--- src/rtl/core/dqs_pkg.sv ---
// ----------------------------------------------------------------------------
// dqs_pkg
// Operation codes, result status codes and the result word type shared by
// the double-ended queue with search and dump.
// ----------------------------------------------------------------------------
package dqs_pkg;

   localparam int OP_WIDTH     = 3;
   localparam int STATUS_WIDTH = 3;
   localparam int VALUE_WIDTH  = 32;

   localparam logic [OP_WIDTH-1:0] OP_INSERT_HEAD = 3'd0;
   localparam logic [OP_WIDTH-1:0] OP_INSERT_TAIL = 3'd1;
   localparam logic [OP_WIDTH-1:0] OP_REMOVE_HEAD = 3'd2;
   localparam logic [OP_WIDTH-1:0] OP_REMOVE_TAIL = 3'd3;
   localparam logic [OP_WIDTH-1:0] OP_SEARCH      = 3'd4;
   localparam logic [OP_WIDTH-1:0] OP_DUMP        = 3'd5;

   localparam logic [STATUS_WIDTH-1:0] ST_ELEMENT   = 3'd0;
   localparam logic [STATUS_WIDTH-1:0] ST_EMPTY     = 3'd1;
   localparam logic [STATUS_WIDTH-1:0] ST_FOUND     = 3'd2;
   localparam logic [STATUS_WIDTH-1:0] ST_NOT_FOUND = 3'd3;
   localparam logic [STATUS_WIDTH-1:0] ST_OVERFLOW  = 3'd4;

   typedef struct packed {
      logic [STATUS_WIDTH-1:0] status;
      logic [VALUE_WIDTH-1:0]  element;
      logic                    last;
   } rsp_word_type;

endpackage

--- src/rtl/core/deque_with_search_and_dump.sv ---
// ----------------------------------------------------------------------------
// deque_with_search_and_dump
// Double-ended queue of signed values in a ring buffer, with membership
// search and a dump of every element from head to tail.
//
//   channel | ports                                   | direction
//   --------+-----------------------------------------+----------
//   request | req_valid req_stall req_op req_value    | in
//   result  | rsp_valid rsp_stall rsp_status          | out
//           | rsp_element rsp_last                    |
//
// A search or dump walks the live slots through the single read port of the
// slot store, one slot a cycle unless a dump waits on a stalled result.
// Requests stall until a search, dump, overflow or empty result is out.
// Reset clears the head index and the entry count at once; the slot store
// needs no clearing. A stalled result word holds in the output register,
// and a dump pauses its slot reads until the word is taken.
// ----------------------------------------------------------------------------
module deque_with_search_and_dump #(
   parameter int DEPTH      = 32,
   parameter int DATA_WIDTH = 32
) (
   input  logic                                   clock,
   input  logic                                   reset,
   input  logic                                   req_valid,
   output logic                                   req_stall,
   input  logic [dqs_pkg::OP_WIDTH-1:0]           req_op,
   input  logic signed [dqs_pkg::VALUE_WIDTH-1:0] req_value,
   output logic                                   rsp_valid,
   input  logic                                   rsp_stall,
   output logic [dqs_pkg::STATUS_WIDTH-1:0]       rsp_status,
   output logic signed [dqs_pkg::VALUE_WIDTH-1:0] rsp_element,
   output logic                                   rsp_last
);

   localparam int AW = $clog2(DEPTH);

   logic                    out_free;
   logic                    out_load;
   dqs_pkg::rsp_word_type   out_word;
   logic                    ram_wr_en;
   logic [AW-1:0]           ram_wr_addr;
   logic [DATA_WIDTH-1:0]   ram_wr_data;
   logic                    ram_rd_en;
   logic [AW-1:0]           ram_rd_addr;
   logic [DATA_WIDTH-1:0]   ram_rd_data;

   logic                    rsp_valid_ff, rsp_valid_in;
   dqs_pkg::rsp_word_type   rsp_word_ff, rsp_word_in;

   dqs_ctrl #(
      .DEPTH      (DEPTH),
      .DATA_WIDTH (DATA_WIDTH)
   ) u_ctrl (
      .clock       (clock),
      .reset       (reset),
      .req_valid   (req_valid),
      .req_op      (req_op),
      .req_value   (req_value),
      .req_stall   (req_stall),
      .out_free    (out_free),
      .out_load    (out_load),
      .out_word    (out_word),
      .ram_wr_en   (ram_wr_en),
      .ram_wr_addr (ram_wr_addr),
      .ram_wr_data (ram_wr_data),
      .ram_rd_en   (ram_rd_en),
      .ram_rd_addr (ram_rd_addr),
      .ram_rd_data (ram_rd_data)
   );

   dqs_slot_ram #(
      .DEPTH      (DEPTH),
      .DATA_WIDTH (DATA_WIDTH)
   ) u_slot_ram (
      .clock   (clock),
      .wr_en   (ram_wr_en),
      .wr_addr (ram_wr_addr),
      .wr_data (ram_wr_data),
      .rd_en   (ram_rd_en),
      .rd_addr (ram_rd_addr),
      .rd_data (ram_rd_data)
   );

   assign out_free = !rsp_valid_ff || !rsp_stall;

   always_comb begin
      rsp_valid_in = rsp_valid_ff;
      rsp_word_in  = rsp_word_ff;
      if (out_free) begin
         rsp_valid_in = out_load;
         rsp_word_in  = out_word;
      end
   end

   always_ff @(posedge clock) begin
      if (reset) begin
         rsp_valid_ff <= 1'b0;
      end else begin
         rsp_valid_ff <= rsp_valid_in;
      end
      rsp_word_ff <= rsp_word_in;
   end

   assign rsp_valid   = rsp_valid_ff;
   assign rsp_status  = rsp_word_ff.status;
   assign rsp_element = rsp_word_ff.element;
   assign rsp_last    = rsp_word_ff.last;

endmodule

--- src/rtl/core/dqs_slot_ram.sv ---
// ----------------------------------------------------------------------------
// dqs_slot_ram
// Slot store of the ring buffer: one write port and one read port, with the
// read data registered and held until the next read.
// ----------------------------------------------------------------------------
module dqs_slot_ram #(
   parameter int DEPTH      = 32,
   parameter int DATA_WIDTH = 32
) (
   input  logic                         clock,
   input  logic                         wr_en,
   input  logic [$clog2(DEPTH)-1:0]     wr_addr,
   input  logic [DATA_WIDTH-1:0]        wr_data,
   input  logic                         rd_en,
   input  logic [$clog2(DEPTH)-1:0]     rd_addr,
   output logic [DATA_WIDTH-1:0]        rd_data
);

   logic [DATA_WIDTH-1:0] mem [DEPTH];
   logic [DATA_WIDTH-1:0] rd_data_ff;

   always_ff @(posedge clock) begin
      if (wr_en) begin
         mem[wr_addr] <= wr_data;
      end
      if (rd_en) begin
         rd_data_ff <= mem[rd_addr];
      end
   end

   assign rd_data = rd_data_ff;

endmodule

--- src/rtl/core/dqs_ctrl.sv ---
// ----------------------------------------------------------------------------
// dqs_ctrl
// Sequencer of the queue: keeps the head index and the entry count, writes
// inserted values into the slot store, and walks the live slots one read a
// cycle for search and dump, a dump pausing while its result is stalled.
// ----------------------------------------------------------------------------
module dqs_ctrl #(
   parameter int DEPTH      = 32,
   parameter int DATA_WIDTH = 32
) (
   input  logic                                clock,
   input  logic                                reset,
   input  logic                                req_valid,
   input  logic [dqs_pkg::OP_WIDTH-1:0]        req_op,
   input  logic signed [dqs_pkg::VALUE_WIDTH-1:0] req_value,
   output logic                                req_stall,
   input  logic                                out_free,
   output logic                                out_load,
   output dqs_pkg::rsp_word_type               out_word,
   output logic                                ram_wr_en,
   output logic [$clog2(DEPTH)-1:0]            ram_wr_addr,
   output logic [DATA_WIDTH-1:0]               ram_wr_data,
   output logic                                ram_rd_en,
   output logic [$clog2(DEPTH)-1:0]            ram_rd_addr,
   input  logic [DATA_WIDTH-1:0]               ram_rd_data
);

   localparam int AW = $clog2(DEPTH);
   localparam int CW = $clog2(DEPTH + 1);
   localparam int SW = AW + 1;

   localparam logic [1:0] S_IDLE = 2'd0;
   localparam logic [1:0] S_ONE  = 2'd1;
   localparam logic [1:0] S_SCAN = 2'd2;

   logic [1:0]                        state_ff, state_in;
   logic [AW-1:0]                     head_ff, head_in;
   logic [CW-1:0]                     count_ff, count_in;
   logic [CW-1:0]                     rd_ptr_ff, rd_ptr_in;
   logic                              rv_ff, rv_in;
   logic                              rl_ff, rl_in;
   logic                              hit_ff, hit_in;
   logic                              dump_ff, dump_in;
   logic [DATA_WIDTH-1:0]             val_ff, val_in;
   logic [dqs_pkg::STATUS_WIDTH-1:0]  pend_ff, pend_in;

   logic [63:0]    value64;
   logic [63:0]    wide;
   logic [AW-1:0]  pos_off;
   logic [SW-1:0]  pos_sum;
   logic [AW-1:0]  ring_pos;
   logic [AW-1:0]  head_dec;
   logic [AW-1:0]  head_inc;
   logic           full;
   logic           empty;
   logic           match;
   logic           consume;
   logic           issue;

   assign value64 = {32'b0, req_value};
   assign wide    = 64'(signed'(ram_rd_data));
   assign full    = (count_ff == CW'(DEPTH));
   assign empty   = (count_ff == '0);
   assign match   = (ram_rd_data == val_ff);

   assign pos_off  = (state_ff == S_IDLE) ? count_ff[AW-1:0] : rd_ptr_ff[AW-1:0];
   assign pos_sum  = {1'b0, head_ff} + {1'b0, pos_off};
   assign ring_pos = (pos_sum >= SW'(DEPTH)) ? AW'(pos_sum - SW'(DEPTH)) : pos_sum[AW-1:0];
   assign head_dec = (head_ff == '0) ? AW'(DEPTH - 1) : AW'(head_ff - 1'b1);
   assign head_inc = (head_ff == AW'(DEPTH - 1)) ? '0 : AW'(head_ff + 1'b1);

   assign req_stall = (state_ff != S_IDLE);
   assign consume   = rv_ff && (!dump_ff || out_free);
   assign issue     = (state_ff == S_SCAN) && (rd_ptr_ff != count_ff) && (!rv_ff || consume);

   always_comb begin
      state_in    = state_ff;
      head_in     = head_ff;
      count_in    = count_ff;
      rd_ptr_in   = rd_ptr_ff;
      rv_in       = rv_ff;
      rl_in       = rl_ff;
      hit_in      = hit_ff;
      dump_in     = dump_ff;
      val_in      = val_ff;
      pend_in     = pend_ff;
      out_load    = 1'b0;
      out_word    = '{status: pend_ff, element: '0, last: 1'b1};
      ram_wr_en   = 1'b0;
      ram_wr_addr = ring_pos;
      ram_wr_data = value64[DATA_WIDTH-1:0];
      ram_rd_en   = 1'b0;
      ram_rd_addr = ring_pos;

      case (state_ff)
         S_IDLE: begin
            if (req_valid) begin
               case (req_op)
                  dqs_pkg::OP_INSERT_HEAD, dqs_pkg::OP_INSERT_TAIL: begin
                     if (full) begin
                        pend_in  = dqs_pkg::ST_OVERFLOW;
                        state_in = S_ONE;
                     end else begin
                        ram_wr_en = 1'b1;
                        if (req_op == dqs_pkg::OP_INSERT_HEAD) begin
                           ram_wr_addr = head_dec;
                           head_in     = head_dec;
                        end
                        count_in = CW'(count_ff + 1'b1);
                     end
                  end
                  dqs_pkg::OP_REMOVE_HEAD: begin
                     if (!empty) begin
                        head_in  = head_inc;
                        count_in = CW'(count_ff - 1'b1);
                     end
                  end
                  dqs_pkg::OP_REMOVE_TAIL: begin
                     if (!empty) begin
                        count_in = CW'(count_ff - 1'b1);
                     end
                  end
                  dqs_pkg::OP_SEARCH, dqs_pkg::OP_DUMP: begin
                     if (empty) begin
                        pend_in  = dqs_pkg::ST_EMPTY;
                        state_in = S_ONE;
                     end else begin
                        state_in  = S_SCAN;
                        dump_in   = (req_op == dqs_pkg::OP_DUMP);
                        rd_ptr_in = '0;
                        rv_in     = 1'b0;
                        hit_in    = 1'b0;
                        val_in    = value64[DATA_WIDTH-1:0];
                     end
                  end
                  default: begin
                  end
               endcase
            end
         end
         S_ONE: begin
            if (out_free) begin
               out_load = 1'b1;
               state_in = S_IDLE;
            end
         end
         S_SCAN: begin
            if (consume) begin
               rv_in = 1'b0;
               if (dump_ff) begin
                  out_load = 1'b1;
                  out_word = '{status: dqs_pkg::ST_ELEMENT, element: wide[31:0], last: rl_ff};
                  if (rl_ff) begin
                     state_in = S_IDLE;
                  end
               end else begin
                  hit_in = hit_ff | match;
                  if (rl_ff) begin
                     pend_in  = (hit_ff | match) ? dqs_pkg::ST_FOUND : dqs_pkg::ST_NOT_FOUND;
                     state_in = S_ONE;
                  end
               end
            end
            if (issue) begin
               ram_rd_en = 1'b1;
               rv_in     = 1'b1;
               rd_ptr_in = CW'(rd_ptr_ff + 1'b1);
               rl_in     = (CW'(rd_ptr_ff + 1'b1) == count_ff);
            end
         end
         default: begin
            state_in = S_IDLE;
         end
      endcase
   end

   always_ff @(posedge clock) begin
      if (reset) begin
         state_ff  <= S_IDLE;
         head_ff   <= '0;
         count_ff  <= '0;
         rd_ptr_ff <= '0;
         rv_ff     <= 1'b0;
         rl_ff     <= 1'b0;
         hit_ff    <= 1'b0;
         dump_ff   <= 1'b0;
      end else begin
         state_ff  <= state_in;
         head_ff   <= head_in;
         count_ff  <= count_in;
         rd_ptr_ff <= rd_ptr_in;
         rv_ff     <= rv_in;
         rl_ff     <= rl_in;
         hit_ff    <= hit_in;
         dump_ff   <= dump_in;
      end
      val_ff  <= val_in;
      pend_ff <= pend_in;
   end

endmodule
--- config.mk ---
export PLATFORM = sky130hd
export DESIGN_NAME = deque_with_search_and_dump
export DESIGN_NICKNAME = d
export VERILOG_FILES = /design/src/rtl/core/dqs_pkg.sv /design/src/rtl/core/deque_with_search_and_dump.sv /design/src/rtl/core/dqs_slot_ram.sv /design/src/rtl/core/dqs_ctrl.sv
export SDC_FILE = /design/constraint.sdc
export NUM_CORES = 1
export LEC_CHECK = 0
export BUFFER_PORTS_ARGS = -buffer_cell sky130_fd_sc_hd__buf_2
export CORE_ASPECT_RATIO = 0.8
export CORE_MARGIN = 3
export CORE_UTILIZATION = 25
export DETAILED_ROUTE_END_ITERATION = 8
export PLACE_DENSITY_LB_ADDON = 0.15
export SLEW_MARGIN = 40
export SYNTH_ARGS = -nofsm -noshare
export SYNTH_HDL_FRONTEND = slang
export SYNTH_SLANG_ARGS = --single-unit
--- constraint.sdc ---
create_clock -name clock -period 5.65 [get_ports clock]
set_clock_uncertainty 0.05 [all_clocks]
set_input_delay 1.13 -clock clock [delete_from_list [all_inputs] [get_ports clock]]
set_output_delay 1.13 -clock clock [all_outputs]
set_load 0.05 [all_outputs]
==> reports/metrics.cfg <==
[status]
status=complete, no violations

[global_routing]
grt_max_degree=79
antenna_found_initial=10
grt.overflow.total=0
grt_first_pass_wirelength_um=181000
vias_in_the_first_global_route=21900
grtUsageTotal_pct=14.1

[place]
dp_hpwl_um=73400
gp_routability_congestion=0.720
preCtsSetupSlack_ns=1.09
io_buffer_count=76
placed_area_um2=48600

[cells_and_area]
layout.core_utilization_pct=29.6
nets=2185
seq_area_um2=34300
syn_to_final_growth_pct=17.6
multi_input_area_um2=10100
fill_cells=17300
drive_gt1_share_pct=33.1
post-route-cell-area_um2=52500

[worst_setup_path]
critical_path_cell_count=15
worst_r2r_path_depth=15
cp_slowest_stage_delay_ns=0.54
critPathMostFrequentCell=inv_1
critPathRequiredTime_ns=5.94
cp_top_family=buffers and inverters
worstPathBufferInverterCount=7
timing.rr.start=u_ctrl.state_ff[0]$_SDFFE_PP0P_
critical_path.slowest_cell=buf_6
setup.worst_path.start_class=flip-flop
critical_path_arrival_ns=4.87
r2r_slack_ns=1.07
worst_path_maximum_fanout=35
reg2reg_to=u_slot_ram.mem[29][2]$_DFFE_PP_
end_kind=flip-flop
crit_type=reg2reg
cp_cell_sequence=inv_1 -> ha_1 -> buf_4 -> mux2_2 -> inv_1 -> fa_4 -> inv_1 -> a21o_1 -> a21oi_1 -> xnor2_2 -> buf_6 -> a32oi_1 -> buf_2 -> nor3_2 -> buf_4

[route]
via_per_inst=4.54
route.vias.total=20900
route.detailed.wl_per_inst_um=28.1
route.antenna.remaining_nets=0
totalWireLength_um=130000
drt_pass1_iterations=5
dr.first_iter.drc_count=1983
drcViolationCount=0

[clocking]
cts-htree-levels=3
clkTransAtPathRegs_ns=0.06
post_cts_buffers=0
cts_repair_resize_count=0
cts_tree=done
worstSkewPairLatency_ns=0.73
ctsRootBufferMaster=clkbuf_16
ctsLongestPathBuffers=3
holdBufCountCts=0
clock_sinks=1151
cts_made_buffers=119

[floorplan]
fp.coreArea_um2=177000
core.rowCount=138
die_w_um=478
die_h_um=384
die_area_um2=184000
floorplan.initialDensity_pct=25.2
ios=77

[synth]
synth_cells=1939
synthesis.area_per_instance_um2=23.0
asyncSetResetFlopFracSynth_pct=0
synth.top_cell.area_share_pct=75.8
synthesis.nets=1996
number_of_distinct_standard_cells_referenced_by_the_synthesized_netlist=53
register_bit_total_from_synthesis=1151
synth_area_leader_cell=edfxtp_1
synth_edf_count=1127
synth.area.top_cells=edfxtp_1 (76%), mux4_2 (16%), dfxtp_1 (1.1%)
syn_area_um2=44600
yosysWarnings=0
synth-seq-area-share_pct=76.9
ys_dominant_reg_cell=edfxtp_1
synth.cells.most_frequent=edfxtp_1 (1127), mux4_2 (320), clkbuf_1 (51)
synth_most_common_cell=edfxtp_1

[sta]
setup-violations-final=0
worst_slew_pin_slew_ns=0.790
final_critical_path_setup_slack_ns=1.07
fmax_mhz=218
layout_min_cycle_time_ns=4.58
slew_viol_final=0
period_share_pct=81.1
timing.final.hold_violations=0
grt_setup_unrepaired=false
rel_slew_slack_pct=47.2

[pwr]
power_per_cell_area_nw_per_um2=368
power.ir.vdd_worst_v=0.000238
post-layout-total-power_mw=19.3
power_leakage_nw=16.4

[job]
maxCapViolations=0

[hold_path]
whs_path_depth=2
min_path_type=reg2reg
hold_end=u_ctrl.hit_ff$_SDFFE_PP0P_
hold_path_startpoint=u_ctrl.hit_ff$_SDFFE_PP0P_

==> tightest hold or removal path: cells and delay by family, from the launching register on <==
kind	cells	cell delay, ns
compound gates	1	0.06
flops	1	0.31
simple gates	1	0.07
==> cell usage in the layout (no fill, tap or decap), drive strengths merged, types with 32 or more instances in the layout <==
master / instances
mux2: 37
nor3: 37
mux4: 320
and3: 37
clkbuf: 142
nand2: 32
buf: 160
edfxtp: 1127
clkinv: 56
xnor2: 45
==> power by group <==
| part | switching (mW) | internal, mW |
|---|---|---|
| combinational | 1.07 | 0.914 |
| clock | 3.31 | 4.52 |
| sequential | 0.0307 | 9.46 |
==> metrics by stage <==
step                      std cells  hold WS, ns  TNS, ns
final                          4609        0.432        0
after global routing           4608        0.460        0
after CTS                      4606        0.436        0
after detailed placement       4386        0.424        0
after global placement         4385        0.427        0
after floorplan                1939        0.396   -34.71
==> how the worst max path moves through the flow <==
stage,start,end,slack [ns]
after floorplan,u_ctrl.state_ff[0]$_SDFFE_PP0P_,u_slot_ram.mem[0][0]$_DFFE_PP_,-0.08
after global placement,u_ctrl.state_ff[0]$_SDFFE_PP0P_,u_slot_ram.mem[31][19]$_DFFE_PP_,0.85
after detailed placement,u_ctrl.state_ff[0]$_SDFFE_PP0P_,u_slot_ram.mem[31][19]$_DFFE_PP_,1.09
after CTS,u_ctrl.state_ff[0]$_SDFFE_PP0P_,u_slot_ram.mem[31][2]$_DFFE_PP_,1.01
after global routing,u_ctrl.state_ff[0]$_SDFFE_PP0P_,u_slot_ram.mem[31][2]$_DFFE_PP_,0.82
final,u_ctrl.state_ff[0]$_SDFFE_PP0P_,u_slot_ram.mem[29][2]$_DFFE_PP_,1.07
==> routing by layer <==
layer,up-vias,routed length (µm),GRT usage (%)
li1,8624,-,-
met1,11600,60600,20.2
met2,532,60300,22.1
met3,186,5680,2.54
met4,6,3010,3.34
met5,-,29,0
==> registers in the layout (all words and copies together) (netlist names), 2 cells and up <==
name,cells
rsp_element,32
u_ctrl.state_ff,2
u_ctrl.head_ff,5
u_ctrl.val_ff,32
rsp_status,3
u_ctrl.count_ff,6
u_ctrl.pend_ff,3
u_slot_ram.rd_data,32
u_ctrl.rd_ptr_ff,6
u_slot_ram.mem,1024
==> final cells by class <==
cell class,count,share of cell area [%]
Timing Repair Buffer,160,2.21
Multi-Input combinational cell,682,19.3
Sequential cell,1151,65.4
Clock inverter,78,1.39
Clock buffer,142,5.96
Antenna cell,2,0.00954
Tap cell,2380,5.67
Inverter,14,0.100
==> cell families after synthesis <==
logic type | count (synthesis) | share of synthesized area (%)
simple gates | 172 | 1.98
xor+xnor | 61 | 1.20
flops | 1151 | 76.9
buf+inv | 106 | 1.13
mux | 365 | 17.3
fa+ha+maj | 18 | 0.538
compound gates | 66 | 0.973
(Power assumes the default switching activity.)
